[src/rtl/rcfd_pkg.sv]
// ============================================================================
// rcfd_pkg - shared definitions for the RC link frame channel decoder
// Frame geometry, status codes, register indexes and the CRC-8 step.
// ============================================================================
package rcfd_pkg;

  localparam int NUM_CHANNELS  = 16;
  localparam int CHANNEL_BITS  = 11;
  localparam int PAYLOAD_BYTES = 22;

  // Frame byte positions holding the payload.
  localparam int PAYLOAD_FIRST = 3;
  localparam int PAYLOAD_END   = PAYLOAD_FIRST + PAYLOAD_BYTES;

  localparam int POS_W     = 9;
  localparam int PAY_IDX_W = $clog2(PAYLOAD_BYTES);
  localparam int CH_IDX_W  = (NUM_CHANNELS > 1) ? $clog2(NUM_CHANNELS) : 1;
  localparam int CH_OUT_W  = 4;
  localparam int FLAT_W    = PAYLOAD_BYTES * 8;

  localparam logic [7:0] CRC_POLY      = 8'hD5;
  localparam logic [7:0] TICK_MAX      = 8'd255;
  localparam logic [7:0] SYNC_RESET    = 8'd200;
  localparam logic [7:0] EXP_LEN_RESET = 8'd24;
  localparam logic [7:0] MIN_LENGTH    = 8'd2;

  typedef enum logic [1:0] {
    STATUS_CHANNEL   = 2'd0,
    STATUS_CRC_ERROR = 2'd1,
    STATUS_TICK      = 2'd2
  } status_t;

  typedef enum logic {
    REG_SYNC_ADDRESS    = 1'b0,
    REG_EXPECTED_LENGTH = 1'b1
  } reg_index_t;

  typedef enum logic {
    KIND_BYTE = 1'b0,
    KIND_TICK = 1'b1
  } kind_t;

  // Payload store write request from the parser.
  typedef struct packed {
    logic                 en;
    logic [PAY_IDX_W-1:0] idx;
    logic [7:0]           data;
  } pay_wr_t;

  // One byte through the CRC-8 (MSB first, no reflection).
  function automatic logic [7:0] crc8_step(input logic [7:0] crc, input logic [7:0] b);
    logic [7:0] c;
    c = crc ^ b;
    for (int i = 0; i < 8; i++) begin
      if (c[7]) begin
        c = {c[6:0], 1'b0} ^ CRC_POLY;
      end else begin
        c = {c[6:0], 1'b0};
      end
    end
    return c;
  endfunction

endpackage

[src/rtl/rcfd_payload.sv]
// ============================================================================
// rcfd_payload - payload byte store and channel unpacking
// Holds frame bytes 3..24 and picks one eleven-bit channel, LSB first.
// ============================================================================
module rcfd_payload (
  input  logic                                clk,
  input  rcfd_pkg::pay_wr_t                   wr,
  input  logic [rcfd_pkg::CH_IDX_W-1:0]       rd_chan,
  output logic [rcfd_pkg::CHANNEL_BITS-1:0]   rd_value
);

  logic [7:0]                  store_r [rcfd_pkg::PAYLOAD_BYTES];
  logic [rcfd_pkg::FLAT_W-1:0] flat;

  always_ff @(posedge clk) begin
    if (wr.en) begin
      store_r[wr.idx] <= wr.data;
    end
  end

  // Byte 0 sits at the bottom, so channel k is bits k*11 upwards.
  always_comb begin
    for (int i = 0; i < rcfd_pkg::PAYLOAD_BYTES; i++) begin
      flat[i*8 +: 8] = store_r[i];
    end
  end

  assign rd_value = flat[rd_chan*rcfd_pkg::CHANNEL_BITS +: rcfd_pkg::CHANNEL_BITS];

endmodule

[src/rtl/rc_link_frame_channel_decoder_core.sv]
// ============================================================================
// rc_link_frame_channel_decoder_core - packed RC channel frame decoder
// Parses sync/length/data/CRC frames and emits channels, errors and ticks.
// ============================================================================
// Usage:
// The input channel (in_valid/in_ready) carries one item per received serial
// byte or timeout tick. The result channel (out_valid/out_ready) delivers
// status, channel index and value, a last flag and the timeout count.
// The cfg_ port writes the sync address and the expected frame length; write
// it only while the block is idle.
// Latency: a result appears on the cycle after the item that caused it is
// accepted; the output register frees the input side, so one item is taken
// every cycle while results are being taken and no channels are owed.
// A good frame gives 16 channel items, one per cycle from the output
// register while they are taken; the input is held off after the CRC byte
// while the channel counter walks the payload store.
// Receiver stall: the output register holds its item and in_ready drops until
// it is taken.
// Reset: hunting for sync, timeout count zero, registers at 200 and 24. The
// payload store is not cleared.
// ============================================================================
module rc_link_frame_channel_decoder_core (
  input  logic                                clk,
  input  logic                                rst_n,
  input  logic                                in_valid,
  output logic                                in_ready,
  input  logic                                in_kind,
  input  logic [7:0]                          in_byte_value,
  output logic                                out_valid,
  input  logic                                out_ready,
  output rcfd_pkg::status_t                   out_status,
  output logic [rcfd_pkg::CH_OUT_W-1:0]       out_channel_index,
  output logic [rcfd_pkg::CHANNEL_BITS-1:0]   out_channel_value,
  output logic                                out_last,
  output logic [7:0]                          out_timeout_count,
  input  logic                                cfg_we,
  input  logic                                cfg_index,
  input  logic [7:0]                          cfg_wdata
);

  logic [7:0] sync_addr_r, exp_len_r;

  logic [rcfd_pkg::POS_W-1:0] pos_r, pos_nxt;
  logic [7:0]                 len_r, len_nxt;
  logic [7:0]                 crc_r, crc_nxt;
  logic [7:0]                 tick_r, tick_nxt;

  logic                          emit_r, emit_nxt;
  logic [rcfd_pkg::CH_IDX_W-1:0] chan_r, chan_nxt;

  logic                                out_valid_r;
  rcfd_pkg::status_t                   status_r;
  logic [rcfd_pkg::CH_OUT_W-1:0]       idx_r;
  logic [rcfd_pkg::CHANNEL_BITS-1:0]   value_r;
  logic                                last_r;
  logic [7:0]                          count_r;

  logic                                in_fire, out_free;
  logic                                res_valid, res_frame;
  rcfd_pkg::status_t                   res_status;
  rcfd_pkg::pay_wr_t                   pay_wr;
  logic [rcfd_pkg::CH_IDX_W-1:0]       rd_chan;
  logic [rcfd_pkg::CHANNEL_BITS-1:0]   rd_value;

  assign out_free = !out_valid_r || out_ready;
  assign in_ready = !emit_r && out_free;
  assign in_fire  = in_valid && in_ready;

  // Configuration registers.
  always_ff @(posedge clk) begin
    if (!rst_n) begin
      sync_addr_r <= rcfd_pkg::SYNC_RESET;
      exp_len_r   <= rcfd_pkg::EXP_LEN_RESET;
    end else if (cfg_we) begin
      unique case (rcfd_pkg::reg_index_t'(cfg_index))
        rcfd_pkg::REG_SYNC_ADDRESS:    sync_addr_r <= cfg_wdata;
        rcfd_pkg::REG_EXPECTED_LENGTH: exp_len_r   <= cfg_wdata;
        default: ;
      endcase
    end
  end

  // Frame parser: one accepted item per pass.
  always_comb begin
    pos_nxt    = pos_r;
    len_nxt    = len_r;
    crc_nxt    = crc_r;
    tick_nxt   = tick_r;
    res_valid  = 1'b0;
    res_frame  = 1'b0;
    res_status = rcfd_pkg::STATUS_TICK;
    pay_wr     = '0;
    pay_wr.data = in_byte_value;
    pay_wr.idx  = rcfd_pkg::PAY_IDX_W'(pos_r - rcfd_pkg::POS_W'(rcfd_pkg::PAYLOAD_FIRST));
    if (in_fire) begin
      if (rcfd_pkg::kind_t'(in_kind) == rcfd_pkg::KIND_TICK) begin
        if (tick_r != rcfd_pkg::TICK_MAX) begin
          tick_nxt = tick_r + 8'd1;
        end
        res_valid  = 1'b1;
        res_status = rcfd_pkg::STATUS_TICK;
      end else if (pos_r == '0) begin
        if (in_byte_value == sync_addr_r) begin
          pos_nxt = rcfd_pkg::POS_W'(1);
        end
      end else if (pos_r == rcfd_pkg::POS_W'(1)) begin
        len_nxt = in_byte_value;
        crc_nxt = '0;
        pos_nxt = (in_byte_value < rcfd_pkg::MIN_LENGTH) ? '0 : rcfd_pkg::POS_W'(2);
      end else if (pos_r <= {1'b0, len_r}) begin
        crc_nxt = rcfd_pkg::crc8_step(crc_r, in_byte_value);
        pay_wr.en = (pos_r >= rcfd_pkg::POS_W'(rcfd_pkg::PAYLOAD_FIRST)) &&
                    (pos_r <  rcfd_pkg::POS_W'(rcfd_pkg::PAYLOAD_END));
        pos_nxt = pos_r + rcfd_pkg::POS_W'(1);
      end else begin
        // This byte is the CRC and closes the frame.
        pos_nxt = '0;
        if (len_r == exp_len_r) begin
          res_valid = 1'b1;
          if (in_byte_value != crc_r) begin
            res_status = rcfd_pkg::STATUS_CRC_ERROR;
          end else begin
            res_status = rcfd_pkg::STATUS_CHANNEL;
            res_frame  = 1'b1;
            tick_nxt   = '0;
          end
        end
      end
    end
  end

  always_ff @(posedge clk) begin
    if (!rst_n) begin
      pos_r  <= '0;
      len_r  <= '0;
      crc_r  <= '0;
      tick_r <= '0;
    end else begin
      pos_r  <= pos_nxt;
      len_r  <= len_nxt;
      crc_r  <= crc_nxt;
      tick_r <= tick_nxt;
    end
  end

  // Channel 0 goes out with the CRC byte; the counter covers the rest.
  assign rd_chan = emit_r ? chan_r : '0;

  always_comb begin
    emit_nxt = emit_r;
    chan_nxt = chan_r;
    if (res_frame && (rcfd_pkg::NUM_CHANNELS > 1)) begin
      emit_nxt = 1'b1;
      chan_nxt = rcfd_pkg::CH_IDX_W'(1);
    end else if (emit_r && out_free) begin
      chan_nxt = chan_r + rcfd_pkg::CH_IDX_W'(1);
      if (chan_r == rcfd_pkg::CH_IDX_W'(rcfd_pkg::NUM_CHANNELS - 1)) begin
        emit_nxt = 1'b0;
      end
    end
  end

  always_ff @(posedge clk) begin
    if (!rst_n) begin
      emit_r <= 1'b0;
      chan_r <= '0;
    end else begin
      emit_r <= emit_nxt;
      chan_r <= chan_nxt;
    end
  end

  rcfd_payload u_payload (
    .clk      (clk),
    .wr       (pay_wr),
    .rd_chan  (rd_chan),
    .rd_value (rd_value)
  );

  // Output register.
  always_ff @(posedge clk) begin
    if (!rst_n) begin
      out_valid_r <= 1'b0;
    end else if ((in_fire && res_valid) || (emit_r && out_free)) begin
      out_valid_r <= 1'b1;
    end else if (out_ready) begin
      out_valid_r <= 1'b0;
    end
  end

  always_ff @(posedge clk) begin
    if (emit_r && out_free) begin
      status_r <= rcfd_pkg::STATUS_CHANNEL;
      idx_r    <= rcfd_pkg::CH_OUT_W'(chan_r);
      value_r  <= rd_value;
      last_r   <= (chan_r == rcfd_pkg::CH_IDX_W'(rcfd_pkg::NUM_CHANNELS - 1));
      count_r  <= '0;
    end else if (in_fire && res_valid) begin
      status_r <= res_status;
      idx_r    <= '0;
      value_r  <= res_frame ? rd_value : '0;
      last_r   <= !res_frame || (rcfd_pkg::NUM_CHANNELS == 1);
      count_r  <= tick_nxt;
    end
  end

  assign out_valid         = out_valid_r;
  assign out_status        = status_r;
  assign out_channel_index = idx_r;
  assign out_channel_value = value_r;
  assign out_last          = last_r;
  assign out_timeout_count = count_r;

endmodule

[config.mk]
export PLATFORM = sky130hd
export DESIGN_NAME = rc_link_frame_channel_decoder_core
export DESIGN_NICKNAME = d
export VERILOG_FILES = /design/src/rtl/rcfd_pkg.sv /design/src/rtl/rcfd_payload.sv /design/src/rtl/rc_link_frame_channel_decoder_core.sv
export SDC_FILE = /design/constraint.sdc
export NUM_CORES = 1
export LEC_CHECK = 0
export ABC_AREA = 0
export BUFFER_PORTS_ARGS = -buffer_cell sky130_fd_sc_hd__buf_4
export CORE_MARGIN = 2
export CORE_UTILIZATION = 64
export CTS_CLUSTER_DIAMETER = 120
export DETAILED_ROUTE_END_ITERATION = 12
export PLACE_DENSITY_LB_ADDON = 0.2
export SLEW_MARGIN = 20
export SYNTH_ARGS = -nofsm -noshare
export SYNTH_HDL_FRONTEND = slang
export SYNTH_SLANG_ARGS = --single-unit
[constraint.sdc]
create_clock -name clk -period 7.42 [get_ports clk]
set_clock_uncertainty 0.1 [all_clocks]
set_input_delay 1.113 -clock clk [delete_from_list [all_inputs] [get_ports clk]]
set_output_delay 1.113 -clock clk [all_outputs]
set_load 0.005 [all_outputs]
# Word-level counts from Yosys, hierarchy flattened
# Memory sizes are Yosys's and may differ from the RTL's.
# Cells that the tools add are included.
dict set report word_totals {
  register_bits 81
  ram_bits 176
  output_inout_bits 28
  word_cells 169
  mem_count 1
}
# name depth word_bits read_ports rd_ports_with_merged_regs wr line
set mem_list {}
lappend mem_list {u_payload.store_r 22 8 22 0 1 rcfd_payload.sv:12} ;# logic [7:0] store_r [rcfd_pkg::PAYLOAD_BYTES];
dict set report classes {
  addsub 4
  n_mul 1
  magnitude_cmp 4
  n_eq_ne 7
  n_shift 1
  n_mux 100
  bitwise 13
  n_reduce_logical 23
}
# cell n
set op_table {}
lappend op_table {{2-to-1 mux 8 bit} 53}
lappend op_table {{variable part select 176 x 9 -> 11 bit} 1}
lappend op_table {{NOT 5 bit} 8}
lappend op_table {{2-to-1 mux 9 bit} 4}
lappend op_table {{2-to-1 mux 11 bit} 3}
lappend op_table {{2-to-1 mux 1 bit} 30}
lappend op_table {{== test 8 bit} 2}
lappend op_table {{2-to-1 mux 2 bit} 7}
lappend op_table {{2-to-1 mux 4 bit} 3}
lappend op_table {{nonzero test 2 bit} 5}
lappend op_table {{adder 9 x 1 -> 9 bit, second input constant} 1}
lappend op_table {{== test 9 x 1 -> 1 bit, second input constant} 1}
lappend op_table {{greater-or-equal comparator 9 x 2 -> 1 bit, second input constant} 1}
lappend op_table {{<= comparator 9 x 8 -> 1 bit} 1}
lappend op_table {{zero test 9 bit} 1}
lappend op_table {{< comparator 9 x 5 -> 1 bit, second input constant} 1}
lappend op_table {{adder 8 x 1 -> 8 bit, second input constant} 1}
lappend op_table {{< comparator 8 x 2 -> 1 bit, second input constant} 1}
lappend op_table {{multiplier 4 x 4 -> 8 bit, second input constant} 1}
lappend op_table {{!= test 8 bit} 1}
lappend op_table {{!= test 8 bit, second input constant} 1}
lappend op_table {{AND reduction 4 bit} 2}
lappend op_table {{XOR 8 bit} 1}
lappend op_table {{AND reduction 2 bit} 3}
lappend op_table {{other kinds (10)} 20}

# Longest topological paths before layout
dict set report depth {
  word_depth 54
  depth_mapped 10
  depth_no_buf 8
}

# Cells and area by module
# Synthesis repeated with hierarchy kept, for this count alone.
dict set report hier_totals {
  hier_cells 790
  area_unflattened_um2 11187.0
}
# module n_inst cells_per_inst area_each_um2
set modules_own_cells {}
lappend modules_own_cells {rcfd_payload 1 306 6869.1}
lappend modules_own_cells {rc_link_frame_channel_decoder_core 1 484 4317.9}

# Least setup slack after synthesis
# OpenSTA, ideal clock, no wires.
dict set report synth_timing {
  path_kind {input-to-reg}
  from {input port out_ready}
  to {memory u_payload.store_r[4][0], enable pin}
  setup_ns 0.383
  arrival_ns 2.937
  required_ns 6.937
  setup_slack_ns 4.000
  path_stages 6
  path_buffers 0
  path_cell_list {nand2b_1 > nand3_2 > or3_1 > a211oi_2 > nand2_1 > nor3_1}
}
dict set report synth_via {
  elab_chain_len 6
}
# item line
set synth_rtl {}
lappend synth_rtl {{start: declaration} rc_link_frame_channel_decoder_core.sv:30} ;# input logic out_ready,
lappend synth_rtl {{logical OR 1 bit} rc_link_frame_channel_decoder_core.sv:65} ;# assign out_free = !out_valid_r || out_ready;
lappend synth_rtl {{logical AND 1 bit} rc_link_frame_channel_decoder_core.sv:66} ;# assign in_ready = !emit_r && out_free;
lappend synth_rtl {{logical AND 1 bit} rc_link_frame_channel_decoder_core.sv:67} ;# assign in_fire = in_valid && in_ready;
lappend synth_rtl {{2-to-1 mux 1 bit} rc_link_frame_channel_decoder_core.sv:95} ;# if (in_fire) begin
lappend synth_rtl {{2-to-1 mux 1 bit} rcfd_payload.sv:16} ;# if (wr.en) begin
lappend synth_rtl {{2-to-1 mux 1 bit (not written as such)} rcfd_payload.sv:17} ;# store_r[wr.idx] <= wr.data;
lappend synth_rtl {{end: declaration} rcfd_payload.sv:12}
# No other way between the ends.

# Worst setup path after layout
dict set report layout_timing {
  from {register pos_r[3] in the netlist's numbering}
  to {memory u_payload.store_r[4][3], enable pin}
}
dict set report layout_via {
  elab_chain_len 9
  elab_cells_between_ends 14
  classes_between {add/sub (1); order compare (3); eq/ne (1); mux (7); reduce/logical (2)}
}
# item line
set layout_rtl {}
lappend layout_rtl {{start: declaration} rc_link_frame_channel_decoder_core.sv:43} ;# logic [rcfd_pkg::POS_W-1:0] pos_r, pos_nxt;
lappend layout_rtl {{start signal: assignment} rc_link_frame_channel_decoder_core.sv:139} ;# pos_r <= pos_nxt;
lappend layout_rtl {{greater-or-equal comparator 9 x 2 -> 1 bit or < comparator 9 x 5 -> 1 bit (tied branches)} {rc_link_frame_channel_decoder_core.sv:112, rc_link_frame_channel_decoder_core.sv:113}}
lappend layout_rtl {{logical AND 1 bit} rc_link_frame_channel_decoder_core.sv:112} ;# pay_wr.en = (pos_r >= rcfd_pkg::POS_W'(rcfd_pkg::PAYLOAD_FIRST)) &&
lappend layout_rtl {{2-to-1 mux 1 bit} rc_link_frame_channel_decoder_core.sv:110} ;# end else if (pos_r <= {1'b0, len_r}) begin
lappend layout_rtl {{2-to-1 mux 1 bit} rc_link_frame_channel_decoder_core.sv:106} ;# end else if (pos_r == rcfd_pkg::POS_W'(1)) begin
lappend layout_rtl {{2-to-1 mux 1 bit} rc_link_frame_channel_decoder_core.sv:102} ;# end else if (pos_r == '0) begin
lappend layout_rtl {{2-to-1 mux 1 bit} rc_link_frame_channel_decoder_core.sv:96} ;# if (rcfd_pkg::kind_t'(in_kind) == rcfd_pkg::KIND_TICK) begin
lappend layout_rtl {{2-to-1 mux 1 bit} rc_link_frame_channel_decoder_core.sv:95}
lappend layout_rtl {{2-to-1 mux 1 bit} rcfd_payload.sv:16}
lappend layout_rtl {{2-to-1 mux 1 bit (not written as such)} rcfd_payload.sv:17}
# Several ways; a longest one is shown, not always the timed one.

==> summary.txt <==
Synthesis
  • Main synth FF type: edfxtp_1
  • Synth Area in XOR/XNOR: 0.0451
  • Cells after Synth: roughly 900
  • Yosys warns: 0
  • Top cell type by total area after synthesis: edfxtp_1
  • Synthesis-stage register bit count: approximately 260
  • Yosys cell types: 71
  • Post-Syn Area per Cell: around 13 sq um
  • Number of synthesized flops with an enable pin: ~190
  • Main area contributors after synthesis: edfxtp_1 (50%), dfxtp_1 (11%), mux2i_1 (4.6%)
  • Synth Cell Area: 11400 sq um
  • Synth Area in Compound Gates: 0.102
  • Post-synth top area share: 0.504
  • Register area share after synthesis: 0.618
  • Main combinational cell family by area after synthesis: simple AND/OR/NAND/NOR gates
  • Synth Net Count: 947
  • Async SR Flop Fraction: 0
  • Mux cell area share after synthesis: 0.0711
  • Post-Synth Simple-Gate Area: 0.123
  • Post-Synth Adder-Cell Area: 0.0175

Timing
  • Setup TNS Final: 0 ns
  • Tmin final: about 3.9 ns
  • Fmax: about 260 MHz
  • Final worst setup slack: between 3 and 4 ns
  • Worst slew pin tran: between 1 and 1.5 ns
  • Final setup fails: 0
  • Rel. slew slack: 0.276
  • Fin crit share: 0.528
  • Final Hold Fails: 0
  • RSZ-0062 raised after global routing: false
  • Final count of pins violating max slew: 0

Worst setup path
  • CP required: roughly 7.5 ns
  • Crit end category: flip-flop
  • CP max FO: 17
  • CP arrival: 3.96 ns
  • Setup CP Type: reg -> reg
  • Startpoint Class: flip-flop
  • Crit path cell chain: ha_1 -> a21oi_1 -> nor2b_1 -> or4_1 -> a211oi_2 -> nand2_1 -> nor3_1
  • Largest stage delay, worst path: 0.87 ns
  • Crit path max-delay cell type: nor3_1

CTS
  • CTS tree: yes
  • Post-CTS Setup Inserts: 0
  • Reg clk slew, reported paths: approximately 0.060 ns
  • # resized after CTS: 0
  • TritonCTS buffer count: 26
  • H-tree depth: 1
  • Hold Buf Count CTS: 0
  • Clk Latency, worst-skew pair: 0.53 ns
  • CTS Buffer Depth: 3
  • Root Buffer: clkbuf_16
  • CTS Sinks: ~260

Status
  • Outcome: complete, no violations

Routing
  • Antenna viol nets, final: 0
  • Drt wl/cell: roughly 23 um
  • DR iter-0 viols: between 900 and 1000
  • First-pass iteration count of the detailed router: 6
  • Drt drc: 0
  • Post-DR vias/cell: ~6.4
  • Vias: 7549
  • Total detailed-routing wirelength: approximately 27 mm

Global route
  • Antenna violations before repair: 0
  • First-pass GRT wire length: approximately 41 mm
  • Largest net degree at the start of global routing: between 60 and 70
  • Total congestion overflow: 0
  • Number of global-route vias before repair: roughly 7300
  • GRT Overall Usage: 0.294

Die
  • I/O pins: 51
  • Rows: between 40 and 50
  • Die span in y: ~140 um
  • Die width: ~140 um
  • Total core area: approximately 17000 sq um
  • Initial core utilization: 0.659
  • DIE AREA: about 19000 sq um

Layout
  • Most common cell after layout, fill and taps aside: edfxtp_1
  • Synth-to-layout area growth: 12.2%
  • Most frequent cells in the layout: edfxtp_1 (192), nand2_1 (131), dfxtp_1 (64), buf_4 (54), mux2i_1 (52)
  • Antenna cells: 0
  • Filler Cell Count: approximately 1100
  • Layout cells sized above 1: 0.147
  • Final #Nets: 979

Placement
  • RD Place Congestion: ~0.89
  • Setup WS pre-CTS: between 3 and 4 ns
  • Hpwl dp: approximately 17 mm
  • PortBufs: 50

Power
  • Peak supply drop: between 150 and 200 uV
  • Pwr Density: roughly 240 nW/um^2
  • Static Leak: around 4.4 nW

Worst hold path
  • HP Class: reg -> reg

Job
  • Max Cap Viol: 0
cells in the mapped netlist, types with 3 or more instances:
library cell	number
nor3_1	8
inv_1	14
mux2_2	4
nand4_1	9
a311oi_1	11
nand2b_1	11
xnor2_1	31
ha_1	16
mux4_2	11
a211oi_1	46
or4_1	3
xnor2_2	4
and3_1	5
a31oi_1	13
or3_1	4
o211ai_1	3
a211oi_2	4
mux2i_1	52
edfxtp_1	192
a21oi_1	37
nand3_1	24
o31ai_1	5
nor2_1	45
o2111ai_1	4
nand2_1	132
nor2b_1	30
xor2_1	12
o21ai_1	3
dfxtp_1	65
clkbuf_1	33
o21ai_0	4
buf_2	15
and2_1	5
a22o_1	6
per-layer routing:
| metal | GRT usage | vias to the layer above | part of all wire |
|---|---|---|---|
| met5 | 0 | - | 0 |
| li1 | - | 3450 | - |
| met2 | 0.486 | 376 | 0.49 |
| met1 | 0.415 | 3670 | 0.40 |
| met4 | 0.0882 | 0 | 0.027 |
| met3 | 0.0353 | 53 | 0.082 |
state kept, by name (all words and copies together), names as in the netlist:
signal             cells
chan_r                 4
crc_r                  8
emit_r                 1
exp_len_r              8
len_r                  8
out_channel_index      4
out_channel_value     11
out_last               1
out_status             2
out_timeout_count      8
out_valid              1
pos_r                  9
sync_addr_r            8
tick_r                 8
u_payload.store_r    176
kinds of logic (layout without fill, tap and decap cells):
group                      after synthesis  after routing
AOI/OAI and AO/OA                      161            161
buffers and inverters                   64            116
muxes                                   67             67
adders and majority gates               16             16
and+or+nand+nor                        293            293
xor gates and xnor gates                50             50
DFF                                    257            257
critical path: cells and delay by family, from the launching register on:
family	cells	cell delay [ns]
DFF	1	0.70
adders and majority gates	1	0.35
AOI/OAI and AO/OA	2	0.48
and+or+nand+nor	4	1.89
report_power, final:
group          internal, mW  switching, mW
clock                 0.834          0.538
sequential             1.55        0.00780
combinational        0.0546         0.0812
through the flow:
step	hold slack (ns)	power [mW]	cells	cell area, sq um	util
floorplan	0.349	1.66	908	11400	-
global placement	0.346	1.72	1137	11900	0.686
detailed placement	0.355	1.73	1137	11900	0.686
CTS	0.367	3.08	1185	12800	0.739
global route	0.386	3.14	1185	12800	0.739
finish	0.369	3.07	1185	12800	0.739
area by class of cell:
class	instances	area, sq um	share of cell area
Clock buffer	35	734	0.0572
Clock inverter	13	179	0.0139
Inverter	14	52.6	0.00410
Multi-Input combinational cell	587	4110	0.320
Sequential cell	257	7070	0.551
Tap cell	225	282	0.0219
Timing Repair Buffer	54	405	0.0316
path summary, 6_finish.rpt:
check,from,to,slack [ns],depth (start not counted)
worst max-delay path,pos_r[3],u_payload.store_r[4][3],3.50,7
worst min-delay path,out_timeout_count[7],out_timeout_count[7],0.37,2
worst max register to register,pos_r[3],u_payload.store_r[4][3],3.50,7
worst min register to register,out_timeout_count[7],out_timeout_count[7],0.37,2
Note: power is estimated with default switching activity, not from simulation.
